**config.mk**
```make
export PLATFORM = sky130hd
export DESIGN_NAME = sparse_poly_term_merge_add_core
export DESIGN_NICKNAME = d
export VERILOG_FILES = /design/src/hw/rtl/sptm_pkg.sv /design/src/hw/rtl/sptm_store.sv /design/src/hw/rtl/sptm_merge.sv /design/src/hw/rtl/sparse_poly_term_merge_add_core.sv
export SDC_FILE = /design/constraint.sdc
export NUM_CORES = 2
export LEC_CHECK = 0
export BUFFER_PORTS_ARGS = -buffer_cell sky130_fd_sc_hd__buf_2
export CORE_ASPECT_RATIO = 1.1
export CORE_MARGIN = 2
export CORE_UTILIZATION = 53
export DETAILED_ROUTE_END_ITERATION = 16
export PLACE_DENSITY = 0.71
export SETUP_SLACK_MARGIN = 0.4
export SLEW_MARGIN = 20
export SYNTH_ARGS = -nofsm -noshare
export SYNTH_HDL_FRONTEND = slang
export SYNTH_SLANG_ARGS = --single-unit
```
**constraint.sdc**
```tcl
create_clock -name clk -period 12.8 [get_ports clk]
set_input_delay 0.64 -clock clk [delete_from_list [all_inputs] [get_ports clk]]
set_output_delay 0.64 -clock clk [all_outputs]
set_load 0.1 [all_outputs]
```
**src/hw/rtl/sptm_pkg.sv**
```systemverilog
package sptm_pkg;

  // Field widths
  localparam int COEF_W = 32;
  localparam int EXP_W  = 16;
  localparam int SUM_W  = COEF_W + 1;

  // Stream widths, padded to whole bytes
  localparam int S_DATA_W = 48;
  localparam int M_DATA_W = 56;
  localparam int M_PAD_W  = M_DATA_W - SUM_W - EXP_W;

  // Command codes carried on s_tuser
  localparam logic [1:0] CMD_LOAD_A = 2'd0;
  localparam logic [1:0] CMD_LOAD_B = 2'd1;
  localparam logic [1:0] CMD_RUN    = 2'd2;

  // One stored term, coefficient in the low bits
  typedef struct packed {
    logic [EXP_W-1:0]  exponent;
    logic [COEF_W-1:0] coef;
  } term_t;

  // Merge sequencer states
  typedef enum logic [3:0] {
    ST_IDLE   = 4'b0001,
    ST_FETCH  = 4'b0010,
    ST_CMP    = 4'b0100,
    ST_FINISH = 4'b1000
  } state_t;

  // Status from the merge sequencer to the load side
  typedef struct packed {
    logic busy;
    logic done;
  } merge_stat_t;

endpackage

```
**src/hw/rtl/sptm_store.sv**
```systemverilog
module sptm_store
  import sptm_pkg::*;
#(
  parameter int DEPTH  = 32,
  parameter int ADDR_W = (DEPTH > 1) ? $clog2(DEPTH) : 1
) (
  input  logic              clk,
  input  logic              we,
  input  logic [ADDR_W-1:0] waddr,
  input  term_t             wdata,
  input  logic [ADDR_W-1:0] raddr,
  output term_t             rdata
);

  term_t mem [DEPTH];

  // Single write port, registered read port
  always_ff @(posedge clk) begin
    if (we) begin
      mem[waddr] <= wdata;
    end
    rdata <= mem[raddr];
  end

endmodule

```
**src/hw/rtl/sptm_merge.sv**
```systemverilog
module sptm_merge
  import sptm_pkg::*;
#(
  parameter int MAX_TERMS = 32,
  parameter int CNT_W     = $clog2(MAX_TERMS + 1)
) (
  input  logic                clk,
  input  logic                rst,
  input  logic                start,
  input  logic [CNT_W-1:0]    cnt_a,
  input  logic [CNT_W-1:0]    cnt_b,
  input  logic                dropped,
  input  term_t               a_rd,
  input  term_t               b_rd,
  output logic [CNT_W-1:0]    idx_a,
  output logic [CNT_W-1:0]    idx_b,
  output merge_stat_t         stat,
  output logic                m_tvalid,
  input  logic                m_tready,
  output logic [M_DATA_W-1:0] m_tdata,  // sum_coef, sum_exponent, zero pad
  output logic [1:0]          m_tuser,  // result_empty, load_overflow
  output logic                m_tlast
);

  state_t state;

  // Pending term: held back until it is known whether another follows
  logic              pend_valid;
  logic [SUM_W-1:0]  pend_coef;
  logic [EXP_W-1:0]  pend_exp;

  logic              have_a, have_b, a_gt, a_lt, take_a, take_b;
  logic [SUM_W-1:0]  op_a, op_b, sum;
  logic              cand_keep, out_free, stall, step;
  logic              push, push_last, push_empty;
  logic [SUM_W-1:0]  push_coef;
  logic [EXP_W-1:0]  push_exp;

  // Head compare and shared adder
  always_comb begin
    have_a    = idx_a < cnt_a;
    have_b    = idx_b < cnt_b;
    a_gt      = a_rd.exponent > b_rd.exponent;
    a_lt      = a_rd.exponent < b_rd.exponent;
    take_a    = have_a && (!have_b || !a_lt);
    take_b    = have_b && (!have_a || !a_gt);
    op_a      = take_a ? {a_rd.coef[COEF_W-1], a_rd.coef} : '0;
    op_b      = take_b ? {b_rd.coef[COEF_W-1], b_rd.coef} : '0;
    sum       = op_a + op_b;
    cand_keep = !(take_a && take_b) || (sum != '0);
    out_free  = !m_tvalid || m_tready;
    stall     = cand_keep && pend_valid && !out_free;
    step      = (state == ST_CMP) && (have_a || have_b) && !stall;
  end

  // What goes into the output register this cycle
  always_comb begin
    push       = 1'b0;
    push_last  = 1'b0;
    push_empty = 1'b0;
    push_coef  = pend_coef;
    push_exp   = pend_exp;
    if (step && cand_keep && pend_valid) begin
      push = 1'b1;
    end else if (state == ST_FINISH && out_free) begin
      push      = 1'b1;
      push_last = 1'b1;
      if (!pend_valid) begin
        push_empty = 1'b1;
        push_coef  = '0;
        push_exp   = '0;
      end
    end
  end

  assign stat.busy = (state != ST_IDLE);
  assign stat.done = (state == ST_FINISH) && out_free;

  // Sequencer
  always_ff @(posedge clk) begin
    if (rst) begin
      state      <= ST_IDLE;
      idx_a      <= '0;
      idx_b      <= '0;
      pend_valid <= 1'b0;
    end else begin
      case (state)
        ST_IDLE: begin
          if (start) begin
            state <= ST_FETCH;
          end
        end
        ST_FETCH: begin
          state <= ST_CMP;
        end
        ST_CMP: begin
          if (!have_a && !have_b) begin
            state <= ST_FINISH;
          end else if (!stall) begin
            idx_a <= idx_a + CNT_W'(take_a);
            idx_b <= idx_b + CNT_W'(take_b);
            if (cand_keep) begin
              pend_valid <= 1'b1;
            end
            state <= ST_FETCH;
          end
        end
        ST_FINISH: begin
          if (out_free) begin
            idx_a      <= '0;
            idx_b      <= '0;
            pend_valid <= 1'b0;
            state      <= ST_IDLE;
          end
        end
        default: begin
          state <= ST_IDLE;
        end
      endcase
    end
  end

  // Pending term payload
  always_ff @(posedge clk) begin
    if (step && cand_keep) begin
      pend_coef <= sum;
      pend_exp  <= take_a ? a_rd.exponent : b_rd.exponent;
    end
  end

  // Output register
  always_ff @(posedge clk) begin
    if (rst) begin
      m_tvalid <= 1'b0;
    end else if (push) begin
      m_tvalid <= 1'b1;
    end else if (m_tready) begin
      m_tvalid <= 1'b0;
    end
  end

  always_ff @(posedge clk) begin
    if (push) begin
      m_tdata <= {{M_PAD_W{1'b0}}, push_exp, push_coef};
      m_tuser <= {dropped, push_empty};
      m_tlast <= push_last;
    end
  end

endmodule

```
**src/hw/rtl/sparse_poly_term_merge_add_core.sv**
```systemverilog
// Sparse polynomial adder. Beats on the slave side load terms into store A
// (command 0) or store B (command 1), back to back while idle, or start a run
// (command 2). Terms are expected in descending exponent order per store; the
// order is not checked. A run merges the two stores: the larger exponent goes
// out first, equal exponents are summed and a zero sum is dropped. Each kept
// term is one master beat; the final beat carries tlast, and a run with no
// terms gives a single beat flagged empty with zero data. Loads into a full
// store are dropped and flagged on every beat of the next run. Each merge step
// of a run first reads the heads through each store's registered read port,
// then compares and adds them in the shared unit; the master side can stall a
// run, and s_tready is low throughout. Counts and the overflow flag clear after
// a run.
module sparse_poly_term_merge_add_core
  import sptm_pkg::*;
#(
  parameter int MAX_TERMS = 32
) (
  input  logic                clk,
  input  logic                rst,
  input  logic                s_tvalid,
  output logic                s_tready,
  input  logic [S_DATA_W-1:0] s_tdata,   // term_coef, term_exponent
  input  logic [1:0]          s_tuser,   // command
  output logic                m_tvalid,
  input  logic                m_tready,
  output logic [M_DATA_W-1:0] m_tdata,   // sum_coef, sum_exponent, zero pad
  output logic [1:0]          m_tuser,   // result_empty, load_overflow
  output logic                m_tlast
);

  localparam int CNT_W  = $clog2(MAX_TERMS + 1);
  localparam int ADDR_W = (MAX_TERMS > 1) ? $clog2(MAX_TERMS) : 1;

  logic [CNT_W-1:0] cnt_a, cnt_b, idx_a, idx_b;
  logic             dropped;
  merge_stat_t      stat;
  term_t            term_in, a_rd, b_rd;
  logic             acc, we_a, we_b, full_a, full_b, start;

  // Load path decode
  always_comb begin
    term_in  = term_t'(s_tdata);
    s_tready = !stat.busy;
    acc      = s_tvalid && s_tready;
    full_a   = cnt_a >= CNT_W'(MAX_TERMS);
    full_b   = cnt_b >= CNT_W'(MAX_TERMS);
    we_a     = acc && (s_tuser == CMD_LOAD_A) && !full_a;
    we_b     = acc && (s_tuser == CMD_LOAD_B) && !full_b;
    start    = acc && (s_tuser == CMD_RUN);
  end

  // Fill counts and overflow flag
  always_ff @(posedge clk) begin
    if (rst || stat.done) begin
      cnt_a   <= '0;
      cnt_b   <= '0;
      dropped <= 1'b0;
    end else begin
      if (we_a) begin
        cnt_a <= cnt_a + CNT_W'(1);
      end
      if (we_b) begin
        cnt_b <= cnt_b + CNT_W'(1);
      end
      if (acc && ((s_tuser == CMD_LOAD_A && full_a) ||
                  (s_tuser == CMD_LOAD_B && full_b))) begin
        dropped <= 1'b1;
      end
    end
  end

  sptm_store #(.DEPTH(MAX_TERMS), .ADDR_W(ADDR_W)) u_store_a (
    .clk   (clk),
    .we    (we_a),
    .waddr (cnt_a[ADDR_W-1:0]),
    .wdata (term_in),
    .raddr (idx_a[ADDR_W-1:0]),
    .rdata (a_rd)
  );

  sptm_store #(.DEPTH(MAX_TERMS), .ADDR_W(ADDR_W)) u_store_b (
    .clk   (clk),
    .we    (we_b),
    .waddr (cnt_b[ADDR_W-1:0]),
    .wdata (term_in),
    .raddr (idx_b[ADDR_W-1:0]),
    .rdata (b_rd)
  );

  sptm_merge #(.MAX_TERMS(MAX_TERMS), .CNT_W(CNT_W)) u_merge (
    .clk      (clk),
    .rst      (rst),
    .start    (start),
    .cnt_a    (cnt_a),
    .cnt_b    (cnt_b),
    .dropped  (dropped),
    .a_rd     (a_rd),
    .b_rd     (b_rd),
    .idx_a    (idx_a),
    .idx_b    (idx_b),
    .stat     (stat),
    .m_tvalid (m_tvalid),
    .m_tready (m_tready),
    .m_tdata  (m_tdata),
    .m_tuser  (m_tuser),
    .m_tlast  (m_tlast)
  );

endmodule
```
After elaboration in Yosys (flattened, before gate mapping)
Memory sizes are Yosys's and may differ from the RTL's. A register that Yosys moved wholly into a read port is not among the register bits. Index checks and enable logic that the tools add are counted.

Input bits: 54. Bits in writable memories: 3072. Memories: 2. Bits in registers: 132. Logic and storage cells: 122.

Memory list: u_store_a.mem (depth 32, bits a word 48, read ports 1, clocked after memory_dff 1, write ports 1, line sptm_store.sv:15) `term_t mem [DEPTH];`; u_store_b.mem (depth 32, bits a word 48, read ports 1, clocked after memory_dff 1, write ports 1, line sptm_store.sv:15).

Muxes and demuxes: 35. Eq/ne operators: 13. Bitwise operators: 1. Add/subtract/negate cells: 5. $lt $le $gt $ge: 6. Reductions and logical operators: 46.

Operators by type and width (number): $mux 33 (5); $mux 16 (4); $add 33x33->33 (1); $reduce_bool 33->1 (1); $mux 6 (5); $pmux 6 s2 (2); $logic_and 1x1->1 (20); $gt 16x16->1 (1); $lt 16x16->1 (1); $mux 4 (4); $pmux 4 s4 (1); $mux 1 (13); $add 6x1->6 (2); $add 6x1->6 const B (2); $ge 6x6->1 const B (2); $lt 6x6->1 (2); $logic_not 1->1 (11); $logic_or 1x1->1 (7); $ne 2x2->1 const B (3); $reduce_and 5->1 (1); $eq 4x1->1 const B (1); $eq 4x2->1 const B (1); $eq 4x3->1 const B (1); $eq 4x4->1 const B (1); 12 further kinds (14).

Logic depth before layout (Yosys ltp)
Depth after elaboration: 16. Mapped depth: 25. Depth with buffers taken out: 22.

By module
Synthesis repeated with hierarchy kept, for this count alone.

Cell total of the unflattened synthesis: 7601. Area, all modules: 129940.9 um^2.

Modules (own cells, without submodules): sptm_store (cells an instance 3364, area an instance 60724.5 um^2, instances 2, sequential area each 47085.2 um^2); sptm_merge (cells an instance 790, area an instance 7772.5 um^2, instances 1, sequential area each 3393.3 um^2); sparse_poly_term_merge_add_core (cells an instance 83, area an instance 719.4 um^2, instances 1, sequential area each 260.2 um^2).

Worst setup path before layout
OpenSTA, ideal clock, no wires.

Path type: register to register. Start point: reg cnt_b[2]. End point: reg u_merge.pend_coef[0] (enable). Data arrival time: 7590 ps. Clock period less this slack: 8116 ps. Path buffers: 2. Cell stages (with the launch flop): 22. Path slack: 4684 ps. Cell sequence: dfxtp_1 -> clkbuf_1 -> inv_1 -> ha_1 -> o21a_1 -> o211ai_1 -> o21ai_0 -> inv_1 -> a21oi_1 -> clkbuf_1 -> and2_1 -> ha_1 -> a21o_1 -> a221o_1 -> a2bb2oi_1 -> nand2b_1 -> a311oi_1 -> xnor2_1 -> nor4_1 -> nand4_1 -> nor4_2 -> nor3b_1.

Cells in the longest elaborated chain, start to end: 13. Elaborated cells on any way between the ends: 19.

Ends and longest elaborated chain: from (decl) (line sparse_poly_term_merge_add_core.sv:34) `logic [CNT_W-1:0] cnt_a, cnt_b, idx_a, idx_b;`; from (signal assigned) (line sparse_poly_term_merge_add_core.sv:63) `cnt_b <= cnt_b + CNT_W'(1);`; $lt 6x6->1 * (line sptm_merge.sv:42) `have_b = idx_b < cnt_b;`; $logic_not 1->1 (line sptm_merge.sv:45) `take_a = have_a && (!have_b || !a_lt);`; $logic_or 1x1->1 (line sptm_merge.sv:45); $logic_and 1x1->1 (line sptm_merge.sv:45); $mux 33 (line sptm_merge.sv:47) `op_a = take_a ? {a_rd.coef[COEF_W-1], a_rd.coef} : '0;`; $add 33x33->33 * (line sptm_merge.sv:49) `sum = op_a + op_b;`; named net u_merge.sum[26] (line sptm_merge.sv:33) `logic [SUM_W-1:0] op_a, op_b, sum;`; $reduce_bool 33->1 * (line sptm_merge.sv:50) `cand_keep = !(take_a && take_b) || (sum != '0);`; $logic_or 1x1->1 * (line sptm_merge.sv:50); $logic_and 1x1->1 (2 in a row) (line sptm_merge.sv:52) `stall = cand_keep && pend_valid && !out_free;`; $logic_not 1->1 (line sptm_merge.sv:53) `step = (state == ST_CMP) && (have_a || have_b) && !stall;`; $logic_and 1x1->1 (line sptm_merge.sv:53); $logic_and 1x1->1 * (line sptm_merge.sv:125) `if (step && cand_keep) begin`; to (signal assigned) (line sptm_merge.sv:126) `pend_coef <= sum;`; to (decl) (line sptm_merge.sv:29) `logic [SUM_W-1:0] pend_coef;`.

The timed path passes the listed nets; every way through them passes the cells marked *. A chain may end at the register's enable or synchronous reset.

Worst setup path after layout
Start point: reg, netlist name u_store_b.rdata[45]. End point: reg u_merge.m_tdata[21] (enable).

Cells in the longest elaborated chain, start to end: 15. Elaborated cells on any way between the ends: 22.

Ends and longest elaborated chain: $lt 16x16->1 or $gt 16x16->1 (tied branches) (line sptm_merge.sv:44, sptm_merge.sv:43); $logic_not 1->1, on equally long branches (line sptm_merge.sv:45, sptm_merge.sv:46); $logic_or 1x1->1, on equally long branches (line sptm_merge.sv:45, sptm_merge.sv:46); $logic_and 1x1->1, on equally long branches (line sptm_merge.sv:45, sptm_merge.sv:46); $mux 33, on equally long branches (line sptm_merge.sv:47, sptm_merge.sv:48); $add 33x33->33 * (line sptm_merge.sv:49); named net u_merge.sum[29] (line sptm_merge.sv:33); $reduce_bool 33->1 * (line sptm_merge.sv:50); $logic_or 1x1->1 * (line sptm_merge.sv:50); $logic_and 1x1->1 (2 in a row) (line sptm_merge.sv:52); $logic_not 1->1 (line sptm_merge.sv:53); $logic_and 1x1->1 (line sptm_merge.sv:53); $logic_and 1x1->1 * (2 in a row) (line sptm_merge.sv:63) `if (step && cand_keep && pend_valid) begin`; $mux 1 * (line sptm_merge.sv:63); named net u_merge.push (line sptm_merge.sv:35) `logic push, push_last, push_empty;`; to (signal assigned) (line sptm_merge.sv:144) `m_tdata <= {{M_PAD_W{1'b0}}, push_exp, push_coef};`; to (decl) (line sptm_merge.sv:20) `output logic [M_DATA_W-1:0] m_tdata,`.

Marks and branches as above.

==> summary.md <==
| Metric | Value |
|---|---|
| Status | finished clean |
| HP Class | in -> reg |
| Ys async rst share | 0% |
| Required time worst endpoint | 13.40 ns |
| Synthesized area | 126000 sq um |
| First-pass GRT wire length | 441000 microns |
| CTS Buffer Depth | 4 |
| Main synth FF type | edfxtp_1 |
| Worst path max stage delay | 0.84 ns |
| Reg-to-reg setup timing slack | 5.36 ns |
| Kind of critical path | reg -> reg |
| Internal Power | 17.4 mW |
| Yosys cell types | 68 |
| Fillers | 15947 |
| Tcrit/Tclk final | 58.1% |
| Die width | 469 microns |
| Placement Setup Slack | 5.35 ns |
| Startpoint types | flip-flop |
| Clock Power Share | 43.3% |
| Fin Setup TNS | 0 ns |
| Sequential power share | 54.8% |
| CP max FO | 33 |
| Cells after Synth | 5348 |
| DIE HEIGHT | 516 microns |
| Worst ir drop on vdd | 0.120 mV |
| Hold path depth | 1 |
| Detailed placer's ending HPWL | 167000 microns |
| Static leakage | 42.9 nW |
| Routed WL | 313000 microns |
| CTS tree | done |
| Clock Latency Late Sink | 0.96 ns |
| PwrDens | 153 nW/um^2 |
| DR iter-0 viols | 8004 |
| Clk sink count | 3300 |
| GR Overflow Total | 0 |
| Site row count | 187 |
| Wire per inst | 34.8 microns |
| Share of cells above drive strength 1 | 31.0% |
| RSZ-0062 raised after global routing | no |
| Final Skew | 0.0580 ns |
| Seq cells post-synth | 3300 |
| Critical R2R Capture | u_merge.m_tdata[21] |
| Largest net degree at the start of global routing | 161 |
| Post-synth EDFFs | 3173 |
| Vias in the first global route | 59040 |
| Post-route ant nets | 0 |
| Final Hold Fails | 0 |
| Slew @ Worst Pin | 1.28 ns |
| Final Slew Violations | 0 |
| Count of buffers from port buffering | 107 |
| Crit path cell chain | inv_1, ha_1, a21oi_1, nor2_1, a211o_1, nor4_1, nor2_1, a21oi_4, and2_1, ha_1, a211oi_1, o21ai_0, a21oi_1, o211ai_1, a21o_1, a211oi_1, nor4_1, nand4_1, nor4_2, or3_1, a21oi_4, buf_4 |
| CP Buf/Inv Count | 2 |
| Critical path arrival | 8.04 ns |
| Root buf cell | clkbuf_16 |
| Final WS setup | 5.36 ns |
| Post-CTS setup buffer count | 0 |
| Yosys warns | 0 |
| Sw power | 4.23 mW |
| Minimum clock period after layout | 7.44 ns |
| Initial DRT Pass Iterations | 6 |
| Slew HR | 14.8% |
| Beginning of the worst hold path | s_tdata[33] |
| Area of the core | 236000 sq um |
| Comb pwr share | 1.9% |
| Setup violators final | 0 |
| Commonest non-fill, non-tap cells in the layout | edfxtp_1, mux4_2, clkbuf_16, buf_4, dfxtp_1 |
| Min-Delay Endpoint | u_store_a.mem[15][33] |
| Top delay family on crit path | compound AO/OA/AOI/OAI gates |
| Via count | 58698 |
| Via density per instance | 6.52 |
| Total clock buffers created by CTS | 323 |
| Io pins | 115 |
| Reg2reg path depth | 22 |
| Layout area overhead | 12.3% |
| Register area share after synthesis | 77.6% |
| Gpl congestion | 0.880 |
| Reg-to-Reg Start | u_store_b.rdata[45] |
| CP endpoint kind | flip-flop |
| Overall routing resource usage | 26.2% |
| Initial antenna violation count | 35 |
| Count of nets after finishing | 5761 |
| Starting Density | 53.4% |
| Die Area | 242000 sq um |
| Commonest non-fill, non-tap cell in the layout | edfxtp_1 |
| Sw Ratio | 19.5% |
| H-tree depth | 5 |
| Post-route DRC | 0 |
| Fmax | 134 MHz |
| Max Cap Viol | 0 |
| Slowest stage cell, crit path | nor4_1 |
| Clock-pin slew on the worst setup and hold paths | 0.06 ns |
| Synth Area per Inst | 23.6 sq um |
[per-layer routing]
metal	part of all wire, %	track usage [%]	routed length, microns	vias to the layer above
met5	0.023	0	72	-
met4	3.6	9.08	11200	12
met3	8.1	4.03	25300	536
met2	52	44.1	162000	3086
met1	37	35.0	115000	31747
li1	-	-	-	23317
[power by group through the flow]
| stage | clock (mW) | combinational (mW) | sequential (mW) |
|---|---|---|---|
| after CTS | 9.49 | 0.397 | 11.9 |
| after floorplan | 0 | 0.156 | 12.1 |
| after detailed placement | 0 | 0.395 | 12.1 |
| final | 9.38 | 0.402 | 11.9 |
| after global routing | 9.89 | 0.432 | 11.9 |
| after global placement | 0 | 0.380 | 12.1 |
[state kept, by name, summed over array words and instances, names as in the netlist, 16 cells and up]
signal             count
u_store_b.mem       1536
u_store_b.rdata       48
u_merge.pend_coef     33
u_store_a.mem       1536
u_merge.pend_exp      16
u_merge.m_tdata       49
u_store_a.rdata       48
[stage by stage]
step	instance area, sq um	total power, mW	utilization [%]	hold slack, ns	instances
floorplan	126000	12.3	-	0.409	5354
global placement	131000	12.5	55.4	0.427	8426
global route	142000	22.2	59.9	0.214	9000
CTS	141000	21.8	59.9	0.203	8997
detailed placement	131000	12.5	55.5	0.463	8427
finish	142000	21.7	59.9	0.209	9005
[worst max path at each step]
| stage | slack [ns] | start | endpoint | cells after the start |
|---|---|---|---|---|
| 3_3_place_gp | 5.31 | u_store_b.rdata[45] | u_merge.pend_coef[18] | 21 |
| 4_1_cts | 5.31 | u_store_b.rdata[33] | u_merge.m_tdata[21] | 22 |
| 2_1_floorplan | 4.68 | cnt_b[2] | u_merge.pend_coef[0] | 21 |
| 6_report | 5.36 | u_store_b.rdata[45] | u_merge.m_tdata[21] | 22 |
| 3_5_place_dp | 5.35 | u_store_b.rdata[33] | u_merge.m_tdata[11] | 22 |
| 5_1_grt | 4.79 | u_store_b.rdata[33] | u_merge.m_tdata[21] | 22 |
[area by class of cell]
cell class                 instances  area [sq um]  share of cell area, %
tap                             3118          3900                   2.75
clock inverter                   157          1560                   1.10
inverter                          40           150                  0.106
multi-input combinational       1750         27700                   19.5
antenna                            7          17.5                 0.0124
clock buffer                     412          8820                   6.23
sequential                      3300         97900                   69.1
timing repair buffer             221          1620                   1.15
[Yosys cell counts, types with 3 or more instances]
master / count / share of area [%]
nor4_1: 7 / 0.035
o31ai_1: 4 / 0.024
nor2_1: 114 / 0.34
mux2_2: 97 / 0.87
o21bai_1: 3 / 0.018
nand3_1: 26 / 0.10
a211oi_1: 9 / 0.054
nor4b_1: 4 / 0.028
xnor2_1: 19 / 0.13
a21o_1: 12 / 0.071
nand4_1: 16 / 0.079
mux2i_1: 7 / 0.056
a21oi_1: 59 / 0.23
nand3b_1: 3 / 0.018
a21boi_0: 3 / 0.018
buf_4: 7 / 0.042
inv_1: 38 / 0.11
nand2_1: 69 / 0.21
and2_1: 68 / 0.34
xor2_1: 16 / 0.11
o211ai_1: 7 / 0.042
or3_1: 11 / 0.055
mux4_2: 960 / 17
o2111ai_1: 3 / 0.021
buf_1: 78 / 0.23
o21ai_0: 49 / 0.19
clkbuf_1: 177 / 0.53
o21a_1: 4 / 0.024
nor2b_1: 52 / 0.26
nor3_1: 6 / 0.024
edfxtp_1: 3173 / 76
o221a_2: 3 / 0.027
dfxtp_1: 127 / 2.0
or4b_2: 3 / 0.024
nand2b_1: 5 / 0.025
ha_1: 70 / 0.69
[cell families (layout without fill, tap and decap cells)]
logic type / count (synthesis) / count (layout) / share of synthesized area [%]
buffers and inverters: 304 / 830 / 0.933
and+or+nand+nor: 395 / 395 / 1.60
DFF: 3300 / 3300 / 77.6
other: 1 / 14 / 0.00297
adders and majority gates: 71 / 71 / 0.710
AOI/OAI and AO/OA: 178 / 178 / 0.874
muxes: 1064 / 1064 / 18.1
xor gates and xnor gates: 35 / 35 / 0.243
[worst reg2reg max path: stages, from the launching register on]
cell and delay, ns:
dfxtp_1 0.31, inv_1 0.05, ha_1 0.29, a21oi_1 0.15, nor2_1 0.05, a211o_1 0.27
nor4_1 0.84, nor2_1 0.24, a21oi_4 0.62, and2_1 0.28, ha_1 0.26, a211oi_1 0.32
o21ai_0 0.30, a21oi_1 0.37, o211ai_1 0.26, a21o_1 0.26, a211oi_1 0.33, nor4_1 0.11
nand4_1 0.17, nor4_2 0.11, or3_1 0.38, a21oi_4 0.59, buf_4 0.52
[what timing repair did]
item / CTS / global route
hold buffers: 1 / 0
hold endpoints to repair: 3 / 0
gates resized for setup: 0 / 0
(Power assumes the default switching activity.)
